==> src/hdl/ase_pkg.sv <==
`timescale 1ns / 1ps
`default_nettype none
// ----------------------------------------------------------------------------
// ase_pkg
// Types and constants used by the accelerometer emulator core.
// ----------------------------------------------------------------------------
package ase_pkg;

  // serial multiplier geometry
  localparam int DIGIT_W    = 4;
  localparam int NUM_DIGITS = 7;
  localparam int A_W        = 48;
  localparam int B_W        = DIGIT_W * NUM_DIGITS;
  localparam int ACC_W      = 68;
  localparam int BODY_W     = 40;

  // configuration register indexes
  localparam logic [2:0] REG_IMU_X    = 3'd0;
  localparam logic [2:0] REG_IMU_Y    = 3'd1;
  localparam logic [2:0] REG_IMU_Z    = 3'd2;
  localparam logic [2:0] REG_SENS     = 3'd3;
  localparam logic [2:0] REG_BIAS     = 3'd4;
  localparam logic [2:0] REG_DEV      = 3'd5;
  localparam logic [2:0] REG_RES      = 3'd6;
  localparam logic [2:0] REG_GRAVITY  = 3'd7;

  // micro-program steps
  localparam logic [4:0] OP_COL0A = 5'd0;
  localparam logic [4:0] OP_COL0B = 5'd1;
  localparam logic [4:0] OP_COL1A = 5'd2;
  localparam logic [4:0] OP_COL1B = 5'd3;
  localparam logic [4:0] OP_COL2A = 5'd4;
  localparam logic [4:0] OP_COL2B = 5'd5;
  localparam logic [4:0] OP_COL2C = 5'd6;
  localparam logic [4:0] OP_COL2D = 5'd7;
  localparam logic [4:0] OP_GRAV0 = 5'd8;
  localparam logic [4:0] OP_GRAV1 = 5'd9;
  localparam logic [4:0] OP_GRAV2 = 5'd10;
  localparam logic [4:0] OP_AXIS  = 5'd11;
  localparam logic [4:0] OP_LAST  = 5'd25;

  // phases within one axis
  localparam logic [2:0] PH_K0    = 3'd0;
  localparam logic [2:0] PH_K1    = 3'd1;
  localparam logic [2:0] PH_K2    = 3'd2;
  localparam logic [2:0] PH_NOISE = 3'd3;
  localparam logic [2:0] PH_FINAL = 3'd4;

  typedef enum logic [1:0] {
    ST_IDLE,
    ST_LOAD,
    ST_MUL,
    ST_POST
  } state_t;

endpackage
`default_nettype wire

==> src/hdl/ase_sample_if.sv <==
`timescale 1ns / 1ps
`default_nettype none
// ----------------------------------------------------------------------------
// ase_sample_if
// Input item channel: timestamp, attitude, acceleration and noise.
// ----------------------------------------------------------------------------
interface ase_sample_if;
  logic               valid;
  logic               ready;
  logic        [31:0] time_now;
  logic signed [15:0] quat_w;
  logic signed [15:0] quat_x;
  logic signed [15:0] quat_y;
  logic signed [15:0] quat_z;
  logic signed [31:0] accel_x;
  logic signed [31:0] accel_y;
  logic signed [31:0] accel_z;
  logic signed [15:0] noise_x;
  logic signed [15:0] noise_y;
  logic signed [15:0] noise_z;

  modport source (output valid, time_now, quat_w, quat_x, quat_y, quat_z,
                  accel_x, accel_y, accel_z, noise_x, noise_y, noise_z,
                  input ready);
  modport sink (input valid, time_now, quat_w, quat_x, quat_y, quat_z,
                accel_x, accel_y, accel_z, noise_x, noise_y, noise_z,
                output ready);
endinterface
`default_nettype wire

==> src/hdl/ase_reading_if.sv <==
`timescale 1ns / 1ps
`default_nettype none
// ----------------------------------------------------------------------------
// ase_reading_if
// Result item channel: three saturated readings in counts.
// ----------------------------------------------------------------------------
interface ase_reading_if;
  logic        valid;
  logic        ready;
  logic [15:0] reading_x;
  logic [15:0] reading_y;
  logic [15:0] reading_z;

  modport source (output valid, reading_x, reading_y, reading_z, input ready);
  modport sink (input valid, reading_x, reading_y, reading_z, output ready);
endinterface
`default_nettype wire

==> src/hdl/accelerometer_sensor_emulator_core.sv <==
`timescale 1ns / 1ps
`default_nettype none
// ----------------------------------------------------------------------------
// accelerometer_sensor_emulator_core
// Three-axis accelerometer emulator on one shared digit-serial multiplier.
// ----------------------------------------------------------------------------
// channel   dir  handshake      contents
// sample    in   valid/ready    time_now, quaternion, body accel, noise
// reading   out  valid/ready    reading_x/y/z counts
// cfg       in   cfg_we         cfg_index, cfg_data (48 bits)
//
// an early item is taken and gives nothing
// a due item runs 26 multiply steps (load, 7 digits of 4 bits, store)
// on the single serial multiplier
// the finished reading waits in an output register; the next item can be
// taken meanwhile, and each of its three reading stores waits until that
// register is free
// reset (rst, synchronous) restores the register defaults and next_due = 0
// ----------------------------------------------------------------------------
module accelerometer_sensor_emulator_core
  import ase_pkg::*;
#(
  parameter int unsigned PERIOD = 100
) (
  input  wire logic        clk,
  input  wire logic        rst,
  ase_sample_if.sink       sample,
  ase_reading_if.source    reading,
  input  wire logic        cfg_we,
  input  wire logic [2:0]  cfg_index,
  input  wire logic [47:0] cfg_data
);

  // configuration
  logic        [47:0] imu_row [3];
  logic        [47:0] sens_packed;
  logic        [47:0] bias_packed;
  logic        [47:0] dev_packed;
  logic        [15:0] res;
  logic signed [31:0] gravity;

  always_ff @(posedge clk) begin
    if (rst) begin
      imu_row[0]  <= 48'h4000_0000_0000;
      imu_row[1]  <= 48'h0000_4000_0000;
      imu_row[2]  <= 48'h0000_0000_4000;
      sens_packed <= 48'h0100_0100_0100;
      bias_packed <= '0;
      dev_packed  <= '0;
      res         <= 16'hFFFF;
      gravity     <= 32'sd642908;
    end else if (cfg_we) begin
      case (cfg_index)
        REG_IMU_X:   imu_row[0]  <= cfg_data;
        REG_IMU_Y:   imu_row[1]  <= cfg_data;
        REG_IMU_Z:   imu_row[2]  <= cfg_data;
        REG_SENS:    sens_packed <= cfg_data;
        REG_BIAS:    bias_packed <= cfg_data;
        REG_DEV:     dev_packed  <= cfg_data;
        REG_RES:     res         <= cfg_data[15:0];
        REG_GRAVITY: gravity     <= signed'(cfg_data[31:0]);
        default: ;
      endcase
    end
  end

  // control
  state_t state, state_next;
  logic [4:0]  op;
  logic [2:0]  dcnt;
  logic [31:0] next_due;
  logic        out_valid;
  logic        accept, due, last_op, store_op, post_fire;

  // captured item
  logic signed [15:0] q_w, q_x, q_y, q_z;
  logic signed [31:0] acc_in [3];
  logic signed [15:0] noise [3];

  // working values
  logic signed [B_W-1:0]    c20 [3];
  logic signed [BODY_W-1:0] body [3];
  logic signed [A_W-1:0]    imu;
  logic signed [A_W-1:0]    s_sum;
  logic        [15:0]       rd [3];

  // serial multiplier
  logic signed [ACC_W-1:0] acc, a_sh, pp, dig_ext;
  logic signed [B_W-1:0]   b_sh;
  logic signed [4:0]       dig;

  // operand selection
  logic signed [A_W-1:0] op_a;
  logic signed [B_W-1:0] op_b;
  logic                  op_clr;
  logic [4:0]            ax_off;
  logic [1:0]            ax;
  logic [2:0]            ph;

  assign due      = sample.time_now >= next_due;
  assign accept   = sample.valid && sample.ready;
  assign last_op  = op == OP_LAST;
  assign store_op = (op >= OP_AXIS) && (ph == PH_FINAL);
  // the reading register has to be free before any reading step stores into it
  assign post_fire = (state == ST_POST) && !(store_op && out_valid);

  // next state
  always_comb begin
    state_next = state;
    case (state)
      ST_IDLE: if (accept && due) state_next = ST_LOAD;
      ST_LOAD: state_next = ST_MUL;
      ST_MUL:  if (dcnt == 3'(NUM_DIGITS - 1)) state_next = ST_POST;
      ST_POST: begin
        if (post_fire) state_next = last_op ? ST_IDLE : ST_LOAD;
      end
      default: state_next = ST_IDLE;
    endcase
  end

  // outputs
  always_comb begin
    sample.ready      = state == ST_IDLE;
    reading.valid     = out_valid;
    reading.reading_x = rd[0];
    reading.reading_y = rd[1];
    reading.reading_z = rd[2];
  end

  // axis and phase of the per-axis steps
  always_comb begin
    ax_off = op - OP_AXIS;
    if (ax_off < 5'd5) begin
      ax = 2'd0;
      ph = ax_off[2:0];
    end else if (ax_off < 5'd10) begin
      ax = 2'd1;
      ph = 3'(ax_off - 5'd5);
    end else begin
      ax = 2'd2;
      ph = 3'(ax_off - 5'd10);
    end
  end

  always_comb begin
    op_a   = '0;
    op_b   = '0;
    op_clr = 1'b0;
    case (op)
      OP_COL0A: begin op_a = A_W'(q_x); op_b = B_W'(q_z); op_clr = 1'b1; end
      OP_COL0B: begin op_a = -A_W'(q_w); op_b = B_W'(q_y); end
      OP_COL1A: begin op_a = A_W'(q_y); op_b = B_W'(q_z); op_clr = 1'b1; end
      OP_COL1B: begin op_a = A_W'(q_w); op_b = B_W'(q_x); end
      OP_COL2A: begin op_a = A_W'(q_w); op_b = B_W'(q_w); op_clr = 1'b1; end
      OP_COL2B: begin op_a = -A_W'(q_x); op_b = B_W'(q_x); end
      OP_COL2C: begin op_a = -A_W'(q_y); op_b = B_W'(q_y); end
      OP_COL2D: begin op_a = A_W'(q_z); op_b = B_W'(q_z); end
      OP_GRAV0: begin op_a = A_W'(gravity); op_b = c20[0]; op_clr = 1'b1; end
      OP_GRAV1: begin op_a = A_W'(gravity); op_b = c20[1]; op_clr = 1'b1; end
      OP_GRAV2: begin op_a = A_W'(gravity); op_b = c20[2]; op_clr = 1'b1; end
      default: begin
        case (ph)
          PH_K0: begin
            op_a = A_W'(body[0]);
            op_b = B_W'(signed'(imu_row[ax][47:32]));
            op_clr = 1'b1;
          end
          PH_K1: begin
            op_a = A_W'(body[1]);
            op_b = B_W'(signed'(imu_row[ax][31:16]));
          end
          PH_K2: begin
            op_a = A_W'(body[2]);
            op_b = B_W'(signed'(imu_row[ax][15:0]));
          end
          PH_NOISE: begin
            op_a = signed'(A_W'(dev_packed[47 - 16 * ax -: 16]));
            op_b = B_W'(noise[ax]);
            op_clr = 1'b1;
          end
          PH_FINAL: begin
            op_a = s_sum;
            op_b = signed'(B_W'(sens_packed[47 - 16 * ax -: 16]));
            op_clr = 1'b1;
          end
          default: ;
        endcase
      end
    endcase
  end

  // one signed radix-16 digit per cycle, the top digit carries the sign
  always_comb begin
    dig     = {(dcnt == 3'(NUM_DIGITS - 1)) ? b_sh[DIGIT_W-1] : 1'b0,
               b_sh[DIGIT_W-1:0]};
    dig_ext = ACC_W'(dig);
    pp      = a_sh * dig_ext;
  end

  // rounded shifts of the accumulator
  logic signed [ACC_W-1:0] rs8x2, rs8, rs20, rs14, rs28;
  logic signed [BODY_W-1:0] gb_cut;
  logic        [15:0]      cnt;

  always_comb begin
    rs8x2  = ((acc <<< 1) + ACC_W'(128)) >>> 8;
    rs8    = (acc + ACC_W'(128)) >>> 8;
    rs20   = (acc + ACC_W'(1 << 19)) >>> 20;
    rs14   = (acc + ACC_W'(1 << 13)) >>> 14;
    rs28   = (acc + ACC_W'(1 << 27)) >>> 28;
    gb_cut = BODY_W'(rs20);
    if (rs28 < 0) begin
      cnt = '0;
    end else if (rs28 > signed'({{(ACC_W - 16){1'b0}}, res})) begin
      cnt = res;
    end else begin
      cnt = rs28[15:0];
    end
  end

  always_ff @(posedge clk) begin
    if (rst) begin
      state     <= ST_IDLE;
      op        <= '0;
      dcnt      <= '0;
      next_due  <= '0;
      out_valid <= 1'b0;
    end else begin
      state <= state_next;
      if (accept && due) begin
        next_due <= next_due + 32'(PERIOD);
        op       <= OP_COL0A;
      end
      if (state == ST_LOAD) dcnt <= '0;
      if (state == ST_MUL) dcnt <= dcnt + 3'd1;
      if (post_fire && !last_op) op <= op + 5'd1;
      if (reading.valid && reading.ready) out_valid <= 1'b0;
      if (post_fire && last_op) out_valid <= 1'b1;
    end
  end

  // datapath
  always_ff @(posedge clk) begin
    if (accept && due) begin
      q_w       <= sample.quat_w;
      q_x       <= sample.quat_x;
      q_y       <= sample.quat_y;
      q_z       <= sample.quat_z;
      acc_in[0] <= sample.accel_x;
      acc_in[1] <= sample.accel_y;
      acc_in[2] <= sample.accel_z;
      noise[0]  <= sample.noise_x;
      noise[1]  <= sample.noise_y;
      noise[2]  <= sample.noise_z;
    end
    if (state == ST_LOAD) begin
      a_sh <= ACC_W'(op_a);
      b_sh <= op_b;
      if (op_clr) acc <= '0;
    end
    if (state == ST_MUL) begin
      acc  <= acc + pp;
      a_sh <= a_sh <<< DIGIT_W;
      b_sh <= b_sh >>> DIGIT_W;
    end
    if (post_fire) begin
      case (op)
        OP_COL0B: c20[0] <= B_W'(rs8x2);
        OP_COL1B: c20[1] <= B_W'(rs8x2);
        OP_COL2D: c20[2] <= B_W'(rs8);
        OP_GRAV0: body[0] <= BODY_W'(acc_in[0]) - gb_cut;
        OP_GRAV1: body[1] <= BODY_W'(acc_in[1]) - gb_cut;
        OP_GRAV2: body[2] <= BODY_W'(acc_in[2]) - gb_cut;
        default: begin
          if (op >= OP_AXIS) begin
            case (ph)
              PH_K2:    imu <= A_W'(rs14);
              PH_NOISE: s_sum <= A_W'(acc) + (imu <<< 4)
                          + (A_W'(signed'(bias_packed[47 - 16 * ax -: 16])) <<< 12);
              PH_FINAL: rd[ax] <= cnt;
              default: ;
            endcase
          end
        end
      endcase
    end
  end

  // the multiplier never runs past its last digit
  assert property (@(posedge clk) disable iff (rst)
    state == ST_MUL |-> dcnt < 3'(NUM_DIGITS))
    else $error("digit counter overran");

  // an early item leaves the due time alone
  assert property (@(posedge clk) disable iff (rst)
    (accept && !due) |=> $stable(next_due))
    else $error("early item moved next_due");

  // a due item moves the due time by one period
  assert property (@(posedge clk) disable iff (rst)
    (accept && due) |=> next_due == $past(next_due) + 32'(PERIOD))
    else $error("next_due not advanced");

  // readings stay inside the configured range
  assert property (@(posedge clk) disable iff (rst)
    out_valid |-> (rd[0] <= res && rd[1] <= res && rd[2] <= res))
    else $error("reading above resolution");

  // the last reading step does not store into a full output register
  assert property (@(posedge clk) disable iff (rst)
    (state == ST_POST && last_op && $past(out_valid) && out_valid) |=> state == ST_POST)
    else $error("result overwrote a waiting reading");

endmodule
`default_nettype wire
==> src/flat_wrapper.sv <==
// flat-port wrapper written by rule: the top's interface ports become plain ports
module accelerometer_sensor_emulator_core_flat import ase_pkg::*;
#(
  parameter int unsigned PERIOD = 100
)
  (clk, rst, cfg_we, cfg_index, cfg_data, sample_valid, sample_time_now, sample_quat_w, sample_quat_x, sample_quat_y, sample_quat_z, sample_accel_x, sample_accel_y, sample_accel_z, sample_noise_x, sample_noise_y, sample_noise_z, sample_ready, reading_valid, reading_reading_x, reading_reading_y, reading_reading_z, reading_ready);
  ase_sample_if sample_i ();
  ase_reading_if reading_i ();
  input  wire logic clk;
  input  wire logic rst;
  input  wire logic cfg_we;
  input  wire logic [2:0] cfg_index;
  input  wire logic [47:0] cfg_data;
  input wire logic [$bits(sample_i.valid)-1:0] sample_valid;
  input wire logic [$bits(sample_i.time_now)-1:0] sample_time_now;
  input wire logic [$bits(sample_i.quat_w)-1:0] sample_quat_w;
  input wire logic [$bits(sample_i.quat_x)-1:0] sample_quat_x;
  input wire logic [$bits(sample_i.quat_y)-1:0] sample_quat_y;
  input wire logic [$bits(sample_i.quat_z)-1:0] sample_quat_z;
  input wire logic [$bits(sample_i.accel_x)-1:0] sample_accel_x;
  input wire logic [$bits(sample_i.accel_y)-1:0] sample_accel_y;
  input wire logic [$bits(sample_i.accel_z)-1:0] sample_accel_z;
  input wire logic [$bits(sample_i.noise_x)-1:0] sample_noise_x;
  input wire logic [$bits(sample_i.noise_y)-1:0] sample_noise_y;
  input wire logic [$bits(sample_i.noise_z)-1:0] sample_noise_z;
  output wire logic [$bits(sample_i.ready)-1:0] sample_ready;
  output wire logic [$bits(reading_i.valid)-1:0] reading_valid;
  output wire logic [$bits(reading_i.reading_x)-1:0] reading_reading_x;
  output wire logic [$bits(reading_i.reading_y)-1:0] reading_reading_y;
  output wire logic [$bits(reading_i.reading_z)-1:0] reading_reading_z;
  input wire logic [$bits(reading_i.ready)-1:0] reading_ready;
  assign sample_i.valid = sample_valid;
  assign sample_i.time_now = sample_time_now;
  assign sample_i.quat_w = sample_quat_w;
  assign sample_i.quat_x = sample_quat_x;
  assign sample_i.quat_y = sample_quat_y;
  assign sample_i.quat_z = sample_quat_z;
  assign sample_i.accel_x = sample_accel_x;
  assign sample_i.accel_y = sample_accel_y;
  assign sample_i.accel_z = sample_accel_z;
  assign sample_i.noise_x = sample_noise_x;
  assign sample_i.noise_y = sample_noise_y;
  assign sample_i.noise_z = sample_noise_z;
  assign sample_ready = sample_i.ready;
  assign reading_valid = reading_i.valid;
  assign reading_reading_x = reading_i.reading_x;
  assign reading_reading_y = reading_i.reading_y;
  assign reading_reading_z = reading_i.reading_z;
  assign reading_i.ready = reading_ready;
  accelerometer_sensor_emulator_core #(.PERIOD(PERIOD)) u_core (.clk(clk), .rst(rst), .sample(sample_i), .reading(reading_i), .cfg_we(cfg_we), .cfg_index(cfg_index), .cfg_data(cfg_data));
endmodule
==> config.mk <==
export PLATFORM = sky130hd
export DESIGN_NAME = accelerometer_sensor_emulator_core_flat
export DESIGN_NICKNAME = d
export VERILOG_FILES = /design/src/hdl/ase_pkg.sv /design/src/hdl/ase_sample_if.sv /design/src/hdl/ase_reading_if.sv /design/src/hdl/accelerometer_sensor_emulator_core.sv /design/src/flat_wrapper.sv
export SDC_FILE = /design/constraint.sdc
export NUM_CORES = 2
export LEC_CHECK = 0
export BUFFER_PORTS_ARGS = -buffer_cell sky130_fd_sc_hd__buf_2
export CAP_MARGIN = 20
export CORE_UTILIZATION = 30
export DETAILED_ROUTE_END_ITERATION = 8
export SETUP_SLACK_MARGIN = 0.1
export SLEW_MARGIN = 20
export SYNTH_ARGS = -nofsm -noshare
export SYNTH_HDL_FRONTEND = slang
export SYNTH_SLANG_ARGS = --single-unit
==> constraint.sdc <==
create_clock -name clk -period 8.92 [get_ports clk]
set_input_delay 1.338 -clock clk [delete_from_list [all_inputs] [get_ports clk]]
set_output_delay 1.338 -clock clk [all_outputs]
set_load 0.02 [all_outputs]
=== Yosys cells after proc, flatten, opt, wreduce, memory -nomap -nowiden ===
Memories as Yosys holds them, arrays and structs flattened.
Cells that the tools add are included.

* Bits in registers: 555
* RAM bits: 540
* Bits of input ports: 296
* Output and inout bits: 50
* Word-level logic and storage cells: 218
* Memories kept: 6

* Add/subtract/negate cells: 21
* Multiply operators: 1
* Magnitude comparators: 6
* Equal/unequal tests: 29
* Shift-type cells: 3
* Mux-type cells: 85
* Bitwise gates (word level): 5
* Reductions and logical operators: 41

{| class="wikitable"
|+ Memories
! memory !! depth !! width !! read ports !! clocked after memory_dff !! write ports !! line !! text
|-
| u_core.imu_row || 3 || 48 || 1 || 0 || 3 || accelerometer_sensor_emulator_core.sv:35 || <nowiki>logic [47:0] imu_row [3];</nowiki>
|-
| u_core.body || 3 || 40 || 3 || 0 || 1 || accelerometer_sensor_emulator_core.sv:82 || <nowiki>logic signed [BODY_W-1:0] body [3];</nowiki>
|-
| u_core.acc_in || 3 || 32 || 3 || 0 || 3 || accelerometer_sensor_emulator_core.sv:77 || <nowiki>logic signed [31:0] acc_in [3];</nowiki>
|-
| u_core.c20 || 3 || 28 || 3 || 0 || 1 || accelerometer_sensor_emulator_core.sv:81 || <nowiki>logic signed [B_W-1:0] c20 [3];</nowiki>
|-
| u_core.noise || 3 || 16 || 1 || 0 || 3 || accelerometer_sensor_emulator_core.sv:78 || <nowiki>logic signed [15:0] noise [3];</nowiki>
|-
| u_core.rd || 3 || 16 || 3 || 0 || 1 || accelerometer_sensor_emulator_core.sv:85 || <nowiki>logic [15:0] rd [3];</nowiki>
|}

{| class="wikitable"
|+ Operators by type and width
! cell !! number
|-
| $pmux W48 S8 || 1
|-
| $mux W68 || 5
|-
| $pmux W48 S5 || 1
|-
| $pmux W28 S7 || 1
|-
| $shiftx A63 B33 Y16 || 3
|-
| $mux W48 || 3
|-
| $neg A16 Y48 || 3
|-
| $pmux W28 S5 || 1
|-
| $sub A32 B40 Y40 || 3
|-
| $mux W40 || 2
|-
| $reduce_or A40 Y1 || 2
|-
| $add A36 B9 Y36 const B || 2
|-
| $add A68 B29 Y68 const B || 1
|-
| $add A68 B68 Y68 || 1
|-
| $mul A68 B5 Y68 || 1
|-
| $add A60 B21 Y60 const B || 1
|-
| $add A58 B15 Y58 const B || 1
|-
| $mux W28 || 2
|-
| $reduce_or A28 Y1 || 2
|-
| $mux W27 || 2
|-
| $add A48 B28 Y48 || 1
|-
| $add A48 B48 Y48 || 1
|-
| $mux W1 || 48
|-
| $gt A40 B17 Y1 || 1
|-
| other kinds (45) || 102
|}

=== Longest topological paths before layout ===
* Depth in word-level cells: 14
* Depth in mapped cells: 36

=== Worst setup path before layout ===
OpenSTA, ideal clock, no wires.

* Kind: register to register
* From: reg u_core.op[0]
* To: reg u_core.s_sum[46], data pin
* Library setup time: 0.265 ns
* Arrival: 8.051 ns
* Data required time: 8.655 ns
* Path slack: 0.604 ns
* Cell stages (with the launch flop): 32
* Buffers on the path: 7
* Clock period less this slack: 8.316 ns
* Path through: dfxtp_1 clkbuf_1 inv_1 ha_1 inv_1 ha_1 nor2b_1 o21a_1 o221a_2 buf_6 nand2_1 inv_1 clkbuf_1 buf_2 buf_2 buf_2 ha_1 clkbuf_1 mux2i_1 nor2_1 a21oi_1 nor2_1 fa_1 ha_1 inv_1 or3b_2 a211oi_1 o21bai_1 o221ai_1 a31oi_1 o21ai_0 xor2_1

* Word-level cells in the longest chain between the ends: 7
* Elaborated cells on any way between the ends: 8
* Those cells by class: add/sub: 3; order compare: 2; shift: 1; mux: 2

{| class="wikitable"
|+ RTL lines
! item !! line !! text
|-
| start, declared || accelerometer_sensor_emulator_core.sv:69 || <nowiki>logic [4:0] op;</nowiki>
|-
| start signal, assigned || accelerometer_sensor_emulator_core.sv:236 || <nowiki>if (post_fire && !last_op) op <= op + 5'd1;</nowiki>
|-
| $sub A5 B4 Y5 * || accelerometer_sensor_emulator_core.sv:132 || <nowiki>ax_off = op - OP_AXIS;</nowiki>
|-
| $lt A5 B4 Y1 || accelerometer_sensor_emulator_core.sv:136 || <nowiki>end else if (ax_off < 5'd10) begin</nowiki>
|-
| $mux W2 || accelerometer_sensor_emulator_core.sv:136 ||
|-
| $mux W2 * || accelerometer_sensor_emulator_core.sv:133 || <nowiki>if (ax_off < 5'd5) begin</nowiki>
|-
| $sub A6 B6 Y7 * || accelerometer_sensor_emulator_core.sv:279 || <nowiki>+ (A_W'(signed'(bias_packed[47 - 16 * ax -: 16])) <<< 12);</nowiki>
|-
| $shiftx A63 B33 Y16 * || accelerometer_sensor_emulator_core.sv:279 ||
|-
| $add A48 B28 Y48 * || accelerometer_sensor_emulator_core.sv:279 ||
|-
| end signal, assigned || accelerometer_sensor_emulator_core.sv:278 || <nowiki>PH_NOISE: s_sum <= A_W'(acc) + (imu <<< 4)</nowiki>
|-
| end, declared || accelerometer_sensor_emulator_core.sv:84 || <nowiki>logic signed [A_W-1:0] s_sum;</nowiki>
|}

Mark *: on every way between the ends. The rest lies on a longest branch, timed or not.
A chain may end at the register's enable or synchronous reset.

=== Worst setup path after layout ===
Same ends and word-level chain as after synthesis.

==> run_results.csv <==
group,metric,value,unit
synthesis,ys.flop_type,"edfxtp_1",
synthesis,synthesis.nets,7775,
critical_path,slowest_delay,770,ps
global_routing,overflow,0,
timing,skew,83.3,ps
timing,rsz0062_at_grt,"false",
die,fp.dieH,483,um
clock_tree,h-tree-depth,3,
clock_tree,cts.sinks,1093,
critical_path,path_depth,24,
critical_path,worst_path_max_delay_cell,"dfxtp_1",
cells_and_area,area_growth,13.6,%
outcome,outcome,"finished, final reports clean",
timing,hold_ws,453,ps
clock_tree,clkLatencyLatePin,810,ps
timing,post-route-min-period,8080,ps
die,core.rowCount,176,
clock_tree,cts-resized-gates,0,
critical_path,crit_arrival,8620,ps
cells_and_area,final_nets,8007,
placement,io_buffers,345,
die,ios,346,
die,initial_core_util,30.2,%
drt,drt_wl_total,250000,um
clock_tree,cts_buffers,120,
synthesis,synthDistinctLibCells,106,
synthesis,synth_edf_count,856,
clock_tree,postCtsSetupRepairBufs,0,
global_routing,grt_usage,20.8,%
critical_path,crit_family,"simple AND/OR/NAND/NOR gates",
critical_path,r2r_slack,840,ps
die,core,230000,um^2
drt,dr.pass1.iters,7,
critical_path,critPathLaunchType,"flip-flop",
worst_hold_path,min_path_type,"reg2reg",
drt,drcViolationCount,0,
clock_tree,clkTransAtPathRegs,60,ps
synthesis,syn_area,69500,um^2
synthesis,synth_async_sr_flop_share,0,%
timing,tightest_slew,1220,ps
critical_path,crit_type,"reg2reg",
synthesis,avgSynthCellArea,10.2,um^2
timing,setup_viol,0,
drt,wl_per_cell,24.6,um
drt,via_count,55400,
die,die-area,233000,um^2
drt,dr.first_iter.drc_count,7012,
global_routing,antenna_found_initial,32,
global_routing,grt_pass1_vias,53500,
placement,hpwl,188000,um
critical_path,cp_cell_sequence,"ha_1 > nor2b_1 > nand2b_1 > inv_1 > ha_1 > o21bai_1 > or3_1 > nand2_2 > inv_2 > ha_2 > and3_1 > a21oi_1 > nor2_2 > buf_4 > fa_1 > ha_1 > inv_1 > or3b_2 > a211oi_1 > o21bai_1 > o221ai_1 > a31oi_1 > o21ai_0 > xor2_1",
timing,max_freq,124,MHz
critical_path,reg2reg_from,"u_core.op[0]",
critical_path,rr_worst_depth,24,
drt,viasPerCell,5.45,
critical_path,critPathMaxFanout,21,
global_routing,grt_start_max_net_pins,113,
drt,drtAntennaViolNets,0,
critical_path,cp_num_buf_inv,4,
clock_tree,cts_max_path_buffers,3,
critical_path,startpoint,"u_core.op[0]",
synthesis,yosys_warnings,0,
timing,fin_crit_sh,90.6,%
timing,finalHoldViolCount,0,
timing,slew_headroom,17.7,%
critical_path,r2r-end,"u_core.s_sum[46]",
clock_tree,cts_hold_buf,0,
synthesis,ys_ff_latch,1093,
clock_tree,cts-root-buf,"clkbuf_16",
run,maxCapViolations,0,
critical_path,endpoint_kind,"flip-flop",
timing,totalNegativeSetupSlack,0,ps
clock_tree,cts_tree,"built",
cells_and_area,drive_gt1_share,11.2,%
global_routing,grt_pass1_wl,362000,um
critical_path,path_common_cell,"ha_1",
die,die_w,483,um
synthesis,synthesis.instances,6804,
synthesis,seq_area_frac_synth,43.8,%
placement,finalWeightedCongestion,0.960,
critical_path,endpoint,"u_core.s_sum[46]",
timing,slew_viol_final,0,
critical_path,cp.required,9460,ps
-- final cells by class --
type / count / area (um^2)
Fill cell: 23000 / 151000
Tap cell: 3026 / 3790
Multi-Input combinational cell: 4955 / 36300
Timing Repair Buffer: 449 / 2550
Antenna cell: 5 / 12.5
Sequential cell: 1093 / 30400
Inverter: 417 / 1570
Clock inverter: 78 / 985
Clock buffer: 151 / 3250
-- cell usage after synthesis (12+ instances only) --
master       n  area share [%]
o31ai_1     24            0.26
nor2b_1     38            0.34
or3_1       18            0.16
o21a_1      46            0.50
inv_1      412             2.2
xnor2_1    264             3.3
buf_2       51            0.37
a2111oi_0   12            0.15
and3_1      60            0.54
nor3_1     117            0.84
a221o_1     22            0.32
o21ai_0    204             1.5
edfxtp_1   856              37
and4_1      21            0.26
mux2i_1    113             1.6
a22oi_1     49            0.53
nor4_1      26            0.23
a211oi_1    52            0.56
o21bai_1    34            0.37
nand4_1     68            0.61
xor2_1     149             1.9
o22ai_1     31            0.28
ha_1       378             6.8
a22o_1      36            0.45
clkbuf_1   253             1.4
and2_1     265             2.4
nand2_1    950             5.1
nor2_1     376             2.0
fa_1       297             8.6
nand2b_1    63            0.57
a21oi_1    505             3.6
dfxtp_1    237             6.8
a221oi_1    53            0.67
a222oi_1    39            0.56
or2_2       49            0.44
o211ai_1    37            0.40
a311oi_1    12            0.15
nand3_1    153             1.1
buf_1       18           0.097
a31oi_1     39            0.35
a21o_1     152             1.6
-- per-stage QoR --
| step | setup WS [ps] | instance area (um^2) | utilization, % | std cells |
|---|---|---|---|---|
| after detailed placement | 883 | 74600 | 32.4 | 9937 |
| after floorplan | 604 | 69500 | - | 6804 |
| after CTS | 896 | 78800 | 34.2 | 10200 |
| final | 840 | 78900 | 34.3 | 10200 |
| after global routing | 304 | 78900 | 34.3 | 10200 |
| after global placement | 998 | 74600 | 32.4 | 9936 |
-- worst min-delay path by stage --
stage / from / end / slack, ps / cells past startpoint
CTS: u_core.sens_packed[35] / u_core.sens_packed[35] / 460 / 2
floorplan: u_core.acc[0] / u_core.s_sum[0] / 430 / 0
finish: u_core.bias_packed[47] / u_core.bias_packed[47] / 450 / 2
global placement: u_core.sens_packed[35] / u_core.sens_packed[35] / 440 / 2
detailed placement: u_core.sens_packed[35] / u_core.sens_packed[35] / 450 / 2
global route: u_core.dev_packed[30] / u_core.dev_packed[30] / 470 / 2
-- flip-flops by register name (all words and copies together), names as in the netlist, 28 cells and up --
signal	cells
u_core.body	120
u_core.gravity	32
u_core.noise	48
u_core.imu	44
u_core.rd	48
u_core.sens_packed	48
u_core.imu_row	144
u_core.next_due	30
u_core.b_sh	28
u_core.acc	68
u_core.s_sum	48
u_core.dev_packed	48
u_core.c20	84
u_core.bias_packed	48
u_core.a_sh	68
u_core.acc_in	96
-- routing by layer --
layer  up-vias  global-route usage (%)  wire (um)
li1      24700                       -          -
met1     27500                    29.5     109000
met2      2814                    29.9     103000
met3       420                    6.17      29100
met4        18                    6.51       8140
met5         -                       0        115
-- worst register-to-register path: stages, from the launching register on --
cell and delay (ps):
dfxtp_1 770, ha_1 520, nor2b_1 260, nand2b_1 240, inv_1 110, ha_1 260, o21bai_1 200, or3_1 490
nand2_2 130, inv_2 40, ha_2 490, and3_1 680, a21oi_1 190, nor2_2 110, buf_4 340, fa_1 510
ha_1 360, inv_1 80, or3b_2 460, a211oi_1 340, o21bai_1 220, o221ai_1 480, a31oi_1 220, o21ai_0 250
xor2_1 90
-- cells by family after synthesis --
logic type      Yosys count  share of synthesized area [%]
fa+ha+maj               675                           15.4
buf+inv                 756                           4.29
flops                  1093                           43.8
compound gates         1489                           14.2
mux                     118                           1.71
xor+xnor                415                           5.27
simple gates           2258                           15.4
-- cells in the final DEF, fill, tap and decap left out, types with 264 or more instances in the layout --
cell      count
nand2_1     947
a21oi_1     503
and2_1      265
xnor2_1     264
inv_1       411
ha_1        375
nor2_1      366
edfxtp_1    856
fa_1        297
buf_2       344
Power is left out: the tool's default activity adds up to more than one toggle a clock period on the data nets, which glitch-free logic cannot reach.
